## config.mk

```make
export PLATFORM = sky130hd
export DESIGN_NAME = touch_dpad_direction_quantizer_unit
export DESIGN_NICKNAME = d
export VERILOG_FILES = /design/src/sv/tdq_pkg.sv /design/src/sv/tdq_regs.sv /design/src/sv/tdq_datapath.sv /design/src/sv/tdq_ctrl.sv /design/src/sv/touch_dpad_direction_quantizer_unit.sv
export SDC_FILE = /design/constraint.sdc
export NUM_CORES = 2
export LEC_CHECK = 0
export BUFFER_PORTS_ARGS = -buffer_cell sky130_fd_sc_hd__buf_2
export CAP_MARGIN = 20
export CORE_MARGIN = 5
export CORE_UTILIZATION = 64
export DETAILED_ROUTE_END_ITERATION = 8
export HOLD_SLACK_MARGIN = 0.12
export PLACE_DENSITY_LB_ADDON = 0.1
export SLEW_MARGIN = 5
export SYNTH_ARGS = -nofsm -noshare
export SYNTH_HDL_FRONTEND = slang
export SYNTH_SLANG_ARGS = --single-unit
```

## constraint.sdc

```tcl
create_clock -name clk -period 10.9 [get_ports clk]
set_input_delay 0.545 -clock clk [delete_from_list [all_inputs] [get_ports clk]]
set_output_delay 0.545 -clock clk [all_outputs]
set_load 0.01 [all_outputs]
```

## src/sv/tdq_pkg.sv

```systemverilog
// ============================================================================
// Touch d-pad quantizer package
// Shared types, register codes and constants for the touch d-pad quantizer.
// ============================================================================
package tdq_pkg;

    // Fixed field widths of the configuration registers.
    localparam int CENTER_BITS    = 12;
    localparam int RADIUS_BITS    = 12;
    localparam int DZ_BITS        = 8;
    localparam int PETALS         = 4;
    localparam int PETAL_IDX_BITS = 2;
    localparam int CFG_ADDR_BITS  = 5;
    localparam int CFG_DATA_BITS  = 32;

    // The dead zone is a fraction of 256, so the axis side of the compare
    // is scaled by 256 squared.
    localparam int SCALE_SHIFT    = 2 * DZ_BITS;

    // Register indexes (byte address divided by four).
    localparam logic [2:0] REG_CENTER_X   = 3'd0;
    localparam logic [2:0] REG_CENTER_Y   = 3'd1;
    localparam logic [2:0] REG_PAD_RADIUS = 3'd2;
    localparam logic [2:0] REG_DEAD_ZONE  = 3'd3;
    localparam logic [2:0] REG_BOUND_MASK = 3'd4;

    // Reset values of the registers.
    localparam logic [RADIUS_BITS-1:0] RADIUS_RESET = 12'd64;
    localparam logic [DZ_BITS-1:0]     DZ_RESET     = 8'd64;

    // Petal bit positions.
    localparam int PETAL_UP    = 0;
    localparam int PETAL_RIGHT = 1;
    localparam int PETAL_DOWN  = 2;
    localparam int PETAL_LEFT  = 3;

    typedef struct packed {
        logic [CENTER_BITS-1:0] center_x;
        logic [CENTER_BITS-1:0] center_y;
        logic [RADIUS_BITS-1:0] pad_radius;
        logic [DZ_BITS-1:0]     dead_zone;
        logic [PETALS-1:0]      bound_mask;
    } cfg_t;

    typedef enum logic [3:0] {
        CMD_NONE,
        CMD_CAPTURE,
        CMD_LOAD,
        CMD_SQ_X,
        CMD_SQ_Y,
        CMD_SQ_R,
        CMD_SQ_DZ,
        CMD_THR,
        CMD_DECIDE,
        CMD_EMIT
    } dp_cmd_t;

    typedef enum logic [3:0] {
        ST_IDLE,
        ST_LOAD,
        ST_SQ_X,
        ST_SQ_Y,
        ST_SQ_R,
        ST_SQ_DZ,
        ST_THR,
        ST_DECIDE,
        ST_EMIT
    } ctrl_state_t;

    typedef struct packed {
        logic release_item;
        logic pending_any;
        logic pending_one;
        logic out_free;
    } dp_status_t;

endpackage

```

## src/sv/tdq_regs.sv

```systemverilog
// ============================================================================
// Touch d-pad quantizer configuration registers
// APB-style register file holding the pad center, radius, dead zone and
// petal bindings.
// ============================================================================
module tdq_regs
(
    input  logic                                  clk,
    input  logic                                  rst_n,
    input  logic                                  psel,
    input  logic                                  penable,
    input  logic                                  pwrite,
    input  logic [tdq_pkg::CFG_ADDR_BITS-1:0]     paddr,
    input  logic [tdq_pkg::CFG_DATA_BITS-1:0]     pwdata,
    output logic [tdq_pkg::CFG_DATA_BITS-1:0]     prdata,
    output logic                                  pready,
    output tdq_pkg::cfg_t                         cfg
);

    tdq_pkg::cfg_t cfg_reg;
    logic          wr_en;
    logic [2:0]    reg_idx;

    assign pready  = 1'b1;
    assign wr_en   = psel && penable && pwrite;
    assign reg_idx = paddr[4:2];
    assign cfg     = cfg_reg;

    // Register writes in the access phase.
    always_ff @(posedge clk or negedge rst_n)
    begin
        if (!rst_n)
        begin
            cfg_reg.center_x   <= '0;
            cfg_reg.center_y   <= '0;
            cfg_reg.pad_radius <= tdq_pkg::RADIUS_RESET;
            cfg_reg.dead_zone  <= tdq_pkg::DZ_RESET;
            cfg_reg.bound_mask <= '0;
        end
        else if (wr_en)
        begin
            unique case (reg_idx)
                tdq_pkg::REG_CENTER_X:
                    cfg_reg.center_x <= pwdata[tdq_pkg::CENTER_BITS-1:0];
                tdq_pkg::REG_CENTER_Y:
                    cfg_reg.center_y <= pwdata[tdq_pkg::CENTER_BITS-1:0];
                tdq_pkg::REG_PAD_RADIUS:
                    cfg_reg.pad_radius <= pwdata[tdq_pkg::RADIUS_BITS-1:0];
                tdq_pkg::REG_DEAD_ZONE:
                    cfg_reg.dead_zone <= pwdata[tdq_pkg::DZ_BITS-1:0];
                tdq_pkg::REG_BOUND_MASK:
                    cfg_reg.bound_mask <= pwdata[tdq_pkg::PETALS-1:0];
                default:
                begin
                end
            endcase
        end
    end

    // Read-back multiplexer.
    always_comb
    begin
        unique case (reg_idx)
            tdq_pkg::REG_CENTER_X:
                prdata = tdq_pkg::CFG_DATA_BITS'(cfg_reg.center_x);
            tdq_pkg::REG_CENTER_Y:
                prdata = tdq_pkg::CFG_DATA_BITS'(cfg_reg.center_y);
            tdq_pkg::REG_PAD_RADIUS:
                prdata = tdq_pkg::CFG_DATA_BITS'(cfg_reg.pad_radius);
            tdq_pkg::REG_DEAD_ZONE:
                prdata = tdq_pkg::CFG_DATA_BITS'(cfg_reg.dead_zone);
            tdq_pkg::REG_BOUND_MASK:
                prdata = tdq_pkg::CFG_DATA_BITS'(cfg_reg.bound_mask);
            default:
                prdata = '0;
        endcase
    end

endmodule

```

## src/sv/tdq_datapath.sv

```systemverilog
// ============================================================================
// Touch d-pad quantizer datapath
// Offset, shared multiplier, threshold compare, petal state and the event
// output register.
// ============================================================================
module tdq_datapath
#(
    parameter int COORD_BITS = 12
)
(
    input  logic                                   clk,
    input  logic                                   rst_n,
    input  tdq_pkg::dp_cmd_t                       cmd,
    input  tdq_pkg::cfg_t                          cfg,
    input  logic                                   req_type,
    input  logic [COORD_BITS-1:0]                  touch_x,
    input  logic [COORD_BITS-1:0]                  touch_y,
    output tdq_pkg::dp_status_t                    status,
    output logic                                   out_valid,
    input  logic                                   out_stall,
    output logic [tdq_pkg::PETAL_IDX_BITS-1:0]     petal_index,
    output logic                                   pressed,
    output logic                                   last_event
);

    // Offset width covers both the touch and the center coordinate.
    localparam int D       = (COORD_BITS > tdq_pkg::CENTER_BITS) ?
                             COORD_BITS : tdq_pkg::CENTER_BITS;
    localparam int SQ_BITS = 2 * D;
    localparam int S2_BITS = 2 * D + 1;
    localparam int DZ2_BITS = 2 * tdq_pkg::DZ_BITS;
    localparam int MA      = (D > DZ2_BITS) ? D : DZ2_BITS;
    localparam int MB      = S2_BITS;
    localparam int P_BITS  = MA + MB;

    // Captured item.
    logic                  req_reg;
    logic [COORD_BITS-1:0] tx_reg;
    logic [COORD_BITS-1:0] ty_reg;

    // Offsets as magnitude and sign.
    logic [D-1:0] adx_reg;
    logic [D-1:0] ady_reg;
    logic         dx_neg_reg;
    logic         dx_zero_reg;
    logic         dy_neg_reg;
    logic         dy_zero_reg;

    // Squares and threshold.
    logic [SQ_BITS-1:0]  sqx_reg;
    logic [SQ_BITS-1:0]  sqy_reg;
    logic [SQ_BITS-1:0]  rr_reg;
    logic [DZ2_BITS-1:0] dz2_reg;
    logic [S2_BITS-1:0]  s2_reg;
    logic [P_BITS-1:0]   thr_reg;

    // Petal tracking and pending events.
    logic [tdq_pkg::PETALS-1:0] petal_state_reg;
    logic [tdq_pkg::PETALS-1:0] pending_reg;
    logic [tdq_pkg::PETALS-1:0] press_reg;

    // Output register.
    logic                              out_valid_reg;
    logic [tdq_pkg::PETAL_IDX_BITS-1:0] petal_index_reg;
    logic                              pressed_reg;
    logic                              last_event_reg;

    logic [D:0]    dx_diff;
    logic [D:0]    dy_diff;
    logic [D:0]    dx_negated;
    logic [D:0]    dy_negated;
    logic [D-1:0]  adx_next;
    logic [D-1:0]  ady_next;
    logic [tdq_pkg::RADIUS_BITS-1:0] r_eff;
    logic [MA-1:0] mul_a;
    logic [MB-1:0] mul_b;
    logic [P_BITS-1:0] prod;
    logic [S2_BITS-1:0] sum_sq;
    logic [S2_BITS-1:0] s2_next;
    logic          hit_x;
    logic          hit_y;
    logic [tdq_pkg::PETALS-1:0] petal_next;
    logic [tdq_pkg::PETAL_IDX_BITS-1:0] sel_idx;
    logic          sel_found;
    logic [tdq_pkg::PETALS-1:0] pending_clr;
    logic          out_free;

    // Signed offsets from the pad center and their magnitudes.
    assign dx_diff    = {1'b0, D'(tx_reg)} - {1'b0, D'(cfg.center_x)};
    assign dy_diff    = {1'b0, D'(ty_reg)} - {1'b0, D'(cfg.center_y)};
    assign dx_negated = (D + 1)'(0) - dx_diff;
    assign dy_negated = (D + 1)'(0) - dy_diff;
    assign adx_next   = dx_diff[D] ? dx_negated[D-1:0] : dx_diff[D-1:0];
    assign ady_next   = dy_diff[D] ? dy_negated[D-1:0] : dy_diff[D-1:0];

    // A zero radius behaves as a radius of one.
    assign r_eff = (cfg.pad_radius == '0) ? tdq_pkg::RADIUS_BITS'(1) : cfg.pad_radius;

    // Operand selection for the shared multiplier.
    always_comb
    begin
        unique case (cmd)
            tdq_pkg::CMD_SQ_X:
            begin
                mul_a = MA'(adx_reg);
                mul_b = MB'(adx_reg);
            end
            tdq_pkg::CMD_SQ_Y:
            begin
                mul_a = MA'(ady_reg);
                mul_b = MB'(ady_reg);
            end
            tdq_pkg::CMD_SQ_R:
            begin
                mul_a = MA'(r_eff);
                mul_b = MB'(r_eff);
            end
            tdq_pkg::CMD_SQ_DZ:
            begin
                mul_a = MA'(cfg.dead_zone);
                mul_b = MB'(cfg.dead_zone);
            end
            tdq_pkg::CMD_THR:
            begin
                mul_a = MA'(dz2_reg);
                mul_b = s2_reg;
            end
            default:
            begin
                mul_a = '0;
                mul_b = '0;
            end
        endcase
    end

    assign prod = P_BITS'(mul_a) * P_BITS'(mul_b);

    // Larger of the squared radius and the squared distance.
    assign sum_sq  = S2_BITS'(sqx_reg) + S2_BITS'(sqy_reg);
    assign s2_next = (sum_sq > S2_BITS'(rr_reg)) ? sum_sq : S2_BITS'(rr_reg);

    // Axis deflection against the dead-zone threshold.
    assign hit_x = (P_BITS'(sqx_reg) << tdq_pkg::SCALE_SHIFT) >= thr_reg;
    assign hit_y = (P_BITS'(sqy_reg) << tdq_pkg::SCALE_SHIFT) >= thr_reg;

    always_comb
    begin
        petal_next = '0;
        petal_next[tdq_pkg::PETAL_UP]    = (dy_neg_reg || dy_zero_reg) && hit_y;
        petal_next[tdq_pkg::PETAL_RIGHT] = !dx_neg_reg && hit_x;
        petal_next[tdq_pkg::PETAL_DOWN]  = !dy_neg_reg && hit_y;
        petal_next[tdq_pkg::PETAL_LEFT]  = (dx_neg_reg || dx_zero_reg) && hit_x;
    end

    // Lowest pending petal is emitted first.
    always_comb
    begin
        sel_idx   = '0;
        sel_found = 1'b0;
        for (int i = 0; i < tdq_pkg::PETALS; i++)
        begin
            if (pending_reg[i] && !sel_found)
            begin
                sel_idx   = tdq_pkg::PETAL_IDX_BITS'(i);
                sel_found = 1'b1;
            end
        end
    end

    assign pending_clr = pending_reg & ~(tdq_pkg::PETALS'(1) << sel_idx);
    assign out_free    = !out_valid_reg || !out_stall;

    assign status.release_item = req_reg;
    assign status.pending_any  = |pending_reg;
    assign status.pending_one  = (|pending_reg) && (pending_clr == '0);
    assign status.out_free     = out_free;

    // Payload registers of the arithmetic path.
    always_ff @(posedge clk)
    begin
        unique case (cmd)
            tdq_pkg::CMD_CAPTURE:
            begin
                req_reg <= req_type;
                tx_reg  <= touch_x;
                ty_reg  <= touch_y;
            end
            tdq_pkg::CMD_LOAD:
            begin
                adx_reg     <= adx_next;
                ady_reg     <= ady_next;
                dx_neg_reg  <= dx_diff[D];
                dy_neg_reg  <= dy_diff[D];
                dx_zero_reg <= (dx_diff == '0);
                dy_zero_reg <= (dy_diff == '0);
            end
            tdq_pkg::CMD_SQ_X:
                sqx_reg <= prod[SQ_BITS-1:0];
            tdq_pkg::CMD_SQ_Y:
                sqy_reg <= prod[SQ_BITS-1:0];
            tdq_pkg::CMD_SQ_R:
                rr_reg <= prod[SQ_BITS-1:0];
            tdq_pkg::CMD_SQ_DZ:
            begin
                dz2_reg <= prod[DZ2_BITS-1:0];
                s2_reg  <= s2_next;
            end
            tdq_pkg::CMD_THR:
                thr_reg <= prod;
            tdq_pkg::CMD_DECIDE:
                press_reg <= req_reg ? '0 : petal_next;
            default:
            begin
            end
        endcase
    end

    // Petal state and the pending event mask.
    always_ff @(posedge clk or negedge rst_n)
    begin
        if (!rst_n)
        begin
            petal_state_reg <= '0;
            pending_reg     <= '0;
        end
        else if (cmd == tdq_pkg::CMD_DECIDE)
        begin
            if (req_reg)
            begin
                petal_state_reg <= '0;
                pending_reg     <= cfg.bound_mask;
            end
            else
            begin
                petal_state_reg <= petal_next;
                pending_reg     <= (petal_next ^ petal_state_reg) & cfg.bound_mask;
            end
        end
        else if (cmd == tdq_pkg::CMD_EMIT && out_free)
        begin
            pending_reg <= pending_clr;
        end
    end

    // Output valid flag.
    always_ff @(posedge clk or negedge rst_n)
    begin
        if (!rst_n)
        begin
            out_valid_reg <= 1'b0;
        end
        else if (cmd == tdq_pkg::CMD_EMIT && out_free && sel_found)
        begin
            out_valid_reg <= 1'b1;
        end
        else if (!out_stall)
        begin
            out_valid_reg <= 1'b0;
        end
    end

    // Output payload.
    always_ff @(posedge clk)
    begin
        if (cmd == tdq_pkg::CMD_EMIT && out_free && sel_found)
        begin
            petal_index_reg <= sel_idx;
            pressed_reg     <= press_reg[sel_idx];
            last_event_reg  <= (pending_clr == '0);
        end
    end

    assign out_valid   = out_valid_reg;
    assign petal_index = petal_index_reg;
    assign pressed     = pressed_reg;
    assign last_event  = last_event_reg;

endmodule

```

## src/sv/tdq_ctrl.sv

```systemverilog
// ============================================================================
// Touch d-pad quantizer controller
// Sequences capture, squaring, threshold, decision and event emission.
// ============================================================================
module tdq_ctrl
(
    input  logic                  clk,
    input  logic                  rst_n,
    input  logic                  in_valid,
    output logic                  in_stall,
    input  tdq_pkg::dp_status_t   status,
    output tdq_pkg::dp_cmd_t      cmd
);

    tdq_pkg::ctrl_state_t state_reg;
    tdq_pkg::ctrl_state_t state_next;

    // State register.
    always_ff @(posedge clk or negedge rst_n)
    begin
        if (!rst_n)
        begin
            state_reg <= tdq_pkg::ST_IDLE;
        end
        else
        begin
            state_reg <= state_next;
        end
    end

    // Input is taken only between items.
    assign in_stall = (state_reg != tdq_pkg::ST_IDLE);

    // Next state and datapath commands.
    always_comb
    begin
        state_next = state_reg;
        cmd        = tdq_pkg::CMD_NONE;
        unique case (state_reg)
            tdq_pkg::ST_IDLE:
            begin
                if (in_valid)
                begin
                    cmd        = tdq_pkg::CMD_CAPTURE;
                    state_next = tdq_pkg::ST_LOAD;
                end
            end
            tdq_pkg::ST_LOAD:
            begin
                cmd        = tdq_pkg::CMD_LOAD;
                state_next = status.release_item ? tdq_pkg::ST_DECIDE : tdq_pkg::ST_SQ_X;
            end
            tdq_pkg::ST_SQ_X:
            begin
                cmd        = tdq_pkg::CMD_SQ_X;
                state_next = tdq_pkg::ST_SQ_Y;
            end
            tdq_pkg::ST_SQ_Y:
            begin
                cmd        = tdq_pkg::CMD_SQ_Y;
                state_next = tdq_pkg::ST_SQ_R;
            end
            tdq_pkg::ST_SQ_R:
            begin
                cmd        = tdq_pkg::CMD_SQ_R;
                state_next = tdq_pkg::ST_SQ_DZ;
            end
            tdq_pkg::ST_SQ_DZ:
            begin
                cmd        = tdq_pkg::CMD_SQ_DZ;
                state_next = tdq_pkg::ST_THR;
            end
            tdq_pkg::ST_THR:
            begin
                cmd        = tdq_pkg::CMD_THR;
                state_next = tdq_pkg::ST_DECIDE;
            end
            tdq_pkg::ST_DECIDE:
            begin
                cmd        = tdq_pkg::CMD_DECIDE;
                state_next = tdq_pkg::ST_EMIT;
            end
            tdq_pkg::ST_EMIT:
            begin
                if (!status.pending_any)
                begin
                    state_next = tdq_pkg::ST_IDLE;
                end
                else if (status.out_free)
                begin
                    cmd = tdq_pkg::CMD_EMIT;
                    if (status.pending_one)
                    begin
                        state_next = tdq_pkg::ST_IDLE;
                    end
                end
            end
            default:
            begin
                state_next = tdq_pkg::ST_IDLE;
            end
        endcase
    end

endmodule

```

## src/sv/touch_dpad_direction_quantizer_unit.sv

```systemverilog
// ============================================================================
// Touch d-pad direction quantizer
// Turns touch points into press and release events for four d-pad petals.
// ============================================================================
// Each touch or move item is measured against the configured pad center; the
// squared offset on each axis, scaled by 256 squared, is compared with the
// dead-zone fraction squared times the larger of radius squared and distance
// squared, and every bound petal whose state changes gives one event, in the
// order up, right, down, left, with last_event on the final one. A release
// item releases every bound petal. One item is worked at a time: a move item
// goes through capture, offset, four squarings and the threshold product on
// one shared multiplier, then the decision, and then gives its events one at
// a time whenever the output register is free; a release item goes from
// capture and offset straight to the decision. An item that gives no event
// still takes its full sequence. The next item is accepted while the last
// event still waits in the output register.
module touch_dpad_direction_quantizer_unit
#(
    // Width of the touch coordinates.
    parameter int COORD_BITS = 12
)
(
    input  logic                                  clk,
    input  logic                                  rst_n,

    input  logic                                  psel,
    input  logic                                  penable,
    input  logic                                  pwrite,
    input  logic [tdq_pkg::CFG_ADDR_BITS-1:0]     paddr,
    input  logic [tdq_pkg::CFG_DATA_BITS-1:0]     pwdata,
    output logic [tdq_pkg::CFG_DATA_BITS-1:0]     prdata,
    output logic                                  pready,

    input  logic                                  in_valid,
    output logic                                  in_stall,
    input  logic                                  req_type,
    input  logic [COORD_BITS-1:0]                 touch_x,
    input  logic [COORD_BITS-1:0]                 touch_y,

    output logic                                  out_valid,
    input  logic                                  out_stall,
    output logic [tdq_pkg::PETAL_IDX_BITS-1:0]    petal_index,
    output logic                                  pressed,
    output logic                                  last_event
);

    tdq_pkg::cfg_t       cfg;
    tdq_pkg::dp_cmd_t    cmd;
    tdq_pkg::dp_status_t status;

    // Configuration registers.
    tdq_regs u_regs
    (
        .clk     (clk),
        .rst_n   (rst_n),
        .psel    (psel),
        .penable (penable),
        .pwrite  (pwrite),
        .paddr   (paddr),
        .pwdata  (pwdata),
        .prdata  (prdata),
        .pready  (pready),
        .cfg     (cfg)
    );

    // Sequencer.
    tdq_ctrl u_ctrl
    (
        .clk      (clk),
        .rst_n    (rst_n),
        .in_valid (in_valid),
        .in_stall (in_stall),
        .status   (status),
        .cmd      (cmd)
    );

    // Arithmetic, petal state and output register.
    tdq_datapath #(
        .COORD_BITS (COORD_BITS)
    ) u_datapath
    (
        .clk         (clk),
        .rst_n       (rst_n),
        .cmd         (cmd),
        .cfg         (cfg),
        .req_type    (req_type),
        .touch_x     (touch_x),
        .touch_y     (touch_y),
        .status      (status),
        .out_valid   (out_valid),
        .out_stall   (out_stall),
        .petal_index (petal_index),
        .pressed     (pressed),
        .last_event  (last_event)
    );

endmodule

```

==> run metrics <==
GRT overflow=0; worst setup path startpoint=u_ctrl.state_reg[2]$_DFFE_PN0P_; Post-DP HPWL=56.6 mm; layout cells sized above 1=8.24%; Slew Limit Fails=0; WP data required=11,100 ps; DRT iter0 DRCs=1,575; crit path DAT=9400 ps; clk_skew=12.9 ps; status=completed; hold_buf cts=0; Setup crit end kind=register; Total Power=0.00905 W; setup_tns=0 ps; routability cong.=0.932; ys async rst share=22.1%; VDD IR max=0.194 mV; vias in the first global route=21,364; R2R Path Start=u_ctrl.state_reg[2]$_DFFE_PN0P_; worst-case reg-to-reg path depth=25; post-CTS setup buffers=0; clk sinks=276; Yosys reg bits=276; CTS root buf=clkbuf_16; Hold Violations, Final=0; Initial Util=64.4%; Area after DPL=0.0284 sq mm; Post-CTS Resized=0; placed instance count=3,351; Antenna diodes=0; fmax=0.109 GHz; Die H=218 um; nets@finish=3,423; die area=0.0474 sq mm; via count=20,133; synthesis warning total=0; dominant synthesized flop cell=edfxtp_1; Final Non-Filler Cells=3,402; Cell Rows=76; IO Pins=108; area of the multi-input gates=0.0175 sq mm; Netlist cell types=85; total CTS buffers=27; initial antenna violation count=0; max FFs per register=48; number of vias per cell=5.92; commonest non-fill, non-tap cell in the layout=inv_1; Final Cycle Share=84.4%; global-route wire length before repair=115 mm; Synth Cell Area=0.0276 sq mm; Port Buf Inserts=64; Setup violations, final=0; Sequential cell area=0.00799 sq mm; max_cap viols=0; Max clock buf depth=3; most frequent cells in the layout=454 x inv_1, 360 x nand2_1, 323 x fa_1; CTS HTree Levels=1; CTS tree=done; Startpoint Class=register; pin count of the biggest net entering global routing=76; core area=0.0429 sq mm; chip width=218 um; GRT Resource Usage Total=31.0%; fin area=0.0293 sq mm; WL/cell=21.1 um; Setup Crit Path Kind=reg2reg; detailed-router iteration count before antenna repair=5; fin crit period=9200 ps; R2R setup slack=1700 ps; Synth Area per Inst=9.95 sq um; Antenna Nets Post-Route=0; final WL=71.8 mm; Layout Utilization=68.4%; Pwr Density=309 mW/mm^2; # DRC=0; CP Max Fanout=36; crit path to=u_datapath.rr_reg[19]$_DFFE_PP_; RSZ-0062 raised after global routing=no; Leakage=13.4 nW; Cells after Synth=2,775; register area share after synthesis=28.9%; worst slew pin tran=1140 ps; Tightest Hold Check Type=in2async; Post-synth EDFFs=215; Area Growth Syn to Fin=6.23%; max_slew headroom=23.8%; later-pin clock latency in the skew report=560 ps; FILL cells=3,323; clock slew seen by the registers of the worst setup and hold paths=70 ps; Critical R2R Capture=u_datapath.rr_reg[19]$_DFFE_PP_
[area by class of cell]
type	count	share of cell area (%)
multi-input combinational	1944	59.5
sequential	276	27.2
inverter	455	5.82
tap	585	2.49
clock buffer	31	2.39
timing repair buffer	92	1.88
clock inverter	19	0.678
[worst min path at each step]
stage	slack [ps]	end	start
finish	150	u_regs.cfg[34]$_DFFE_PN0P_	rst_n
global route	150	u_datapath.tx_reg[11]$_DFFE_PN_	touch_x[11]
global placement	460	u_datapath.petal_state_reg[1]$_DFFE_PN0P_	u_datapath.petal_state_reg[1]$_DFFE_PN0P_
detailed placement	470	u_datapath.petal_state_reg[1]$_DFFE_PN0P_	u_datapath.petal_state_reg[1]$_DFFE_PN0P_
floorplan	250	u_ctrl.state_reg[0]$_DFFE_PN0P_	rst_n
CTS	140	u_datapath.ty_reg[7]$_DFFE_PN_	touch_y[7]
[synthesized netlist by cell type (9+ instances only)]
| cell | instances | area [sq um] |
|---|---|---|
| a21oi_1 | 120 | 601 |
| buf_1 | 9 | 33.8 |
| buf_4 | 21 | 158 |
| mux2i_1 | 14 | 140 |
| o21a_1 | 17 | 128 |
| nand2b_1 | 16 | 100 |
| clkbuf_1 | 82 | 308 |
| o21bai_1 | 10 | 75.1 |
| mux2_4 | 20 | 300 |
| fa_1 | 323 | 6470 |
| xnor2_1 | 66 | 578 |
| dfrtp_1 | 59 | 1480 |
| mux2_2 | 43 | 484 |
| o31ai_1 | 13 | 97.6 |
| a21o_1 | 60 | 450 |
| a31oi_1 | 13 | 81.3 |
| nand2_1 | 360 | 1350 |
| a22oi_1 | 17 | 128 |
| nand4_1 | 18 | 113 |
| inv_1 | 454 | 1700 |
| and3_1 | 22 | 138 |
| edfxtp_1 | 215 | 6460 |
| xor2_1 | 22 | 193 |
| and2_1 | 24 | 150 |
| o21ai_0 | 61 | 305 |
| nor2b_1 | 26 | 163 |
| nor4_1 | 15 | 93.8 |
| nor3_1 | 26 | 130 |
| nor2_1 | 219 | 822 |
| ha_1 | 235 | 2940 |
| nand3_1 | 36 | 180 |
[cells by family after synthesis]
kind of cell    after synthesis  synth area share [%]
xor+xnor                     88                  2.79
fa+ha+maj                   559                  34.1
simple gates                799                  12.8
buf+inv                     574                  8.25
compound gates              396                  9.45
flops                       276                  28.9
other cells                   2                0.0272
mux                          81                  3.67
[through the flow]
| stage | hold WS, ps | worst slack (ps) |
|---|---|---|
| after floorplan | 249 | 1910 |
| after global placement | 464 | 1880 |
| after detailed placement | 473 | 1900 |
| after CTS | 139 | 1860 |
| after global routing | 146 | 1380 |
| final | 147 | 1700 |
[report_power, final]
group | switching, W | internal (W) | total [W]
Clock | 0.000409 | 0.000538 | 0.000947
Sequential | 0.000273 | 0.00190 | 0.00217
Combinational | 0.00384 | 0.00210 | 0.00594
[critical path: stages, from the launching register on]
cell	delay (ps)
dfrtp_1	550
nand2b_1	260
nor3_2	160
buf_4	420
a22oi_1	220
nand2_1	250
a21o_1	810
nand2_1	190
fa_1	540
fa_1	550
inv_1	50
ha_1	190
fa_1	490
inv_1	60
fa_1	510
fa_1	550
inv_1	50
ha_1	390
nand3_1	110
o22ai_1	350
o211ai_1	160
a211oi_1	710
o21ai_0	200
nand2b_1	110
a21oi_1	80
xnor2_1	830
[per-layer routing]
| metal | vias to the layer above | global-route usage [%] | part of all wire (%) |
|---|---|---|---|
| li1 | 9152 | - | - |
| met1 | 9967 | 40.1 | 39 |
| met2 | 838 | 52.7 | 49 |
| met3 | 176 | 4.35 | 7.3 |
| met4 | 0 | 13.5 | 4.9 |
| met5 | - | 0 | 0 |
(Power assumes the default switching activity.)
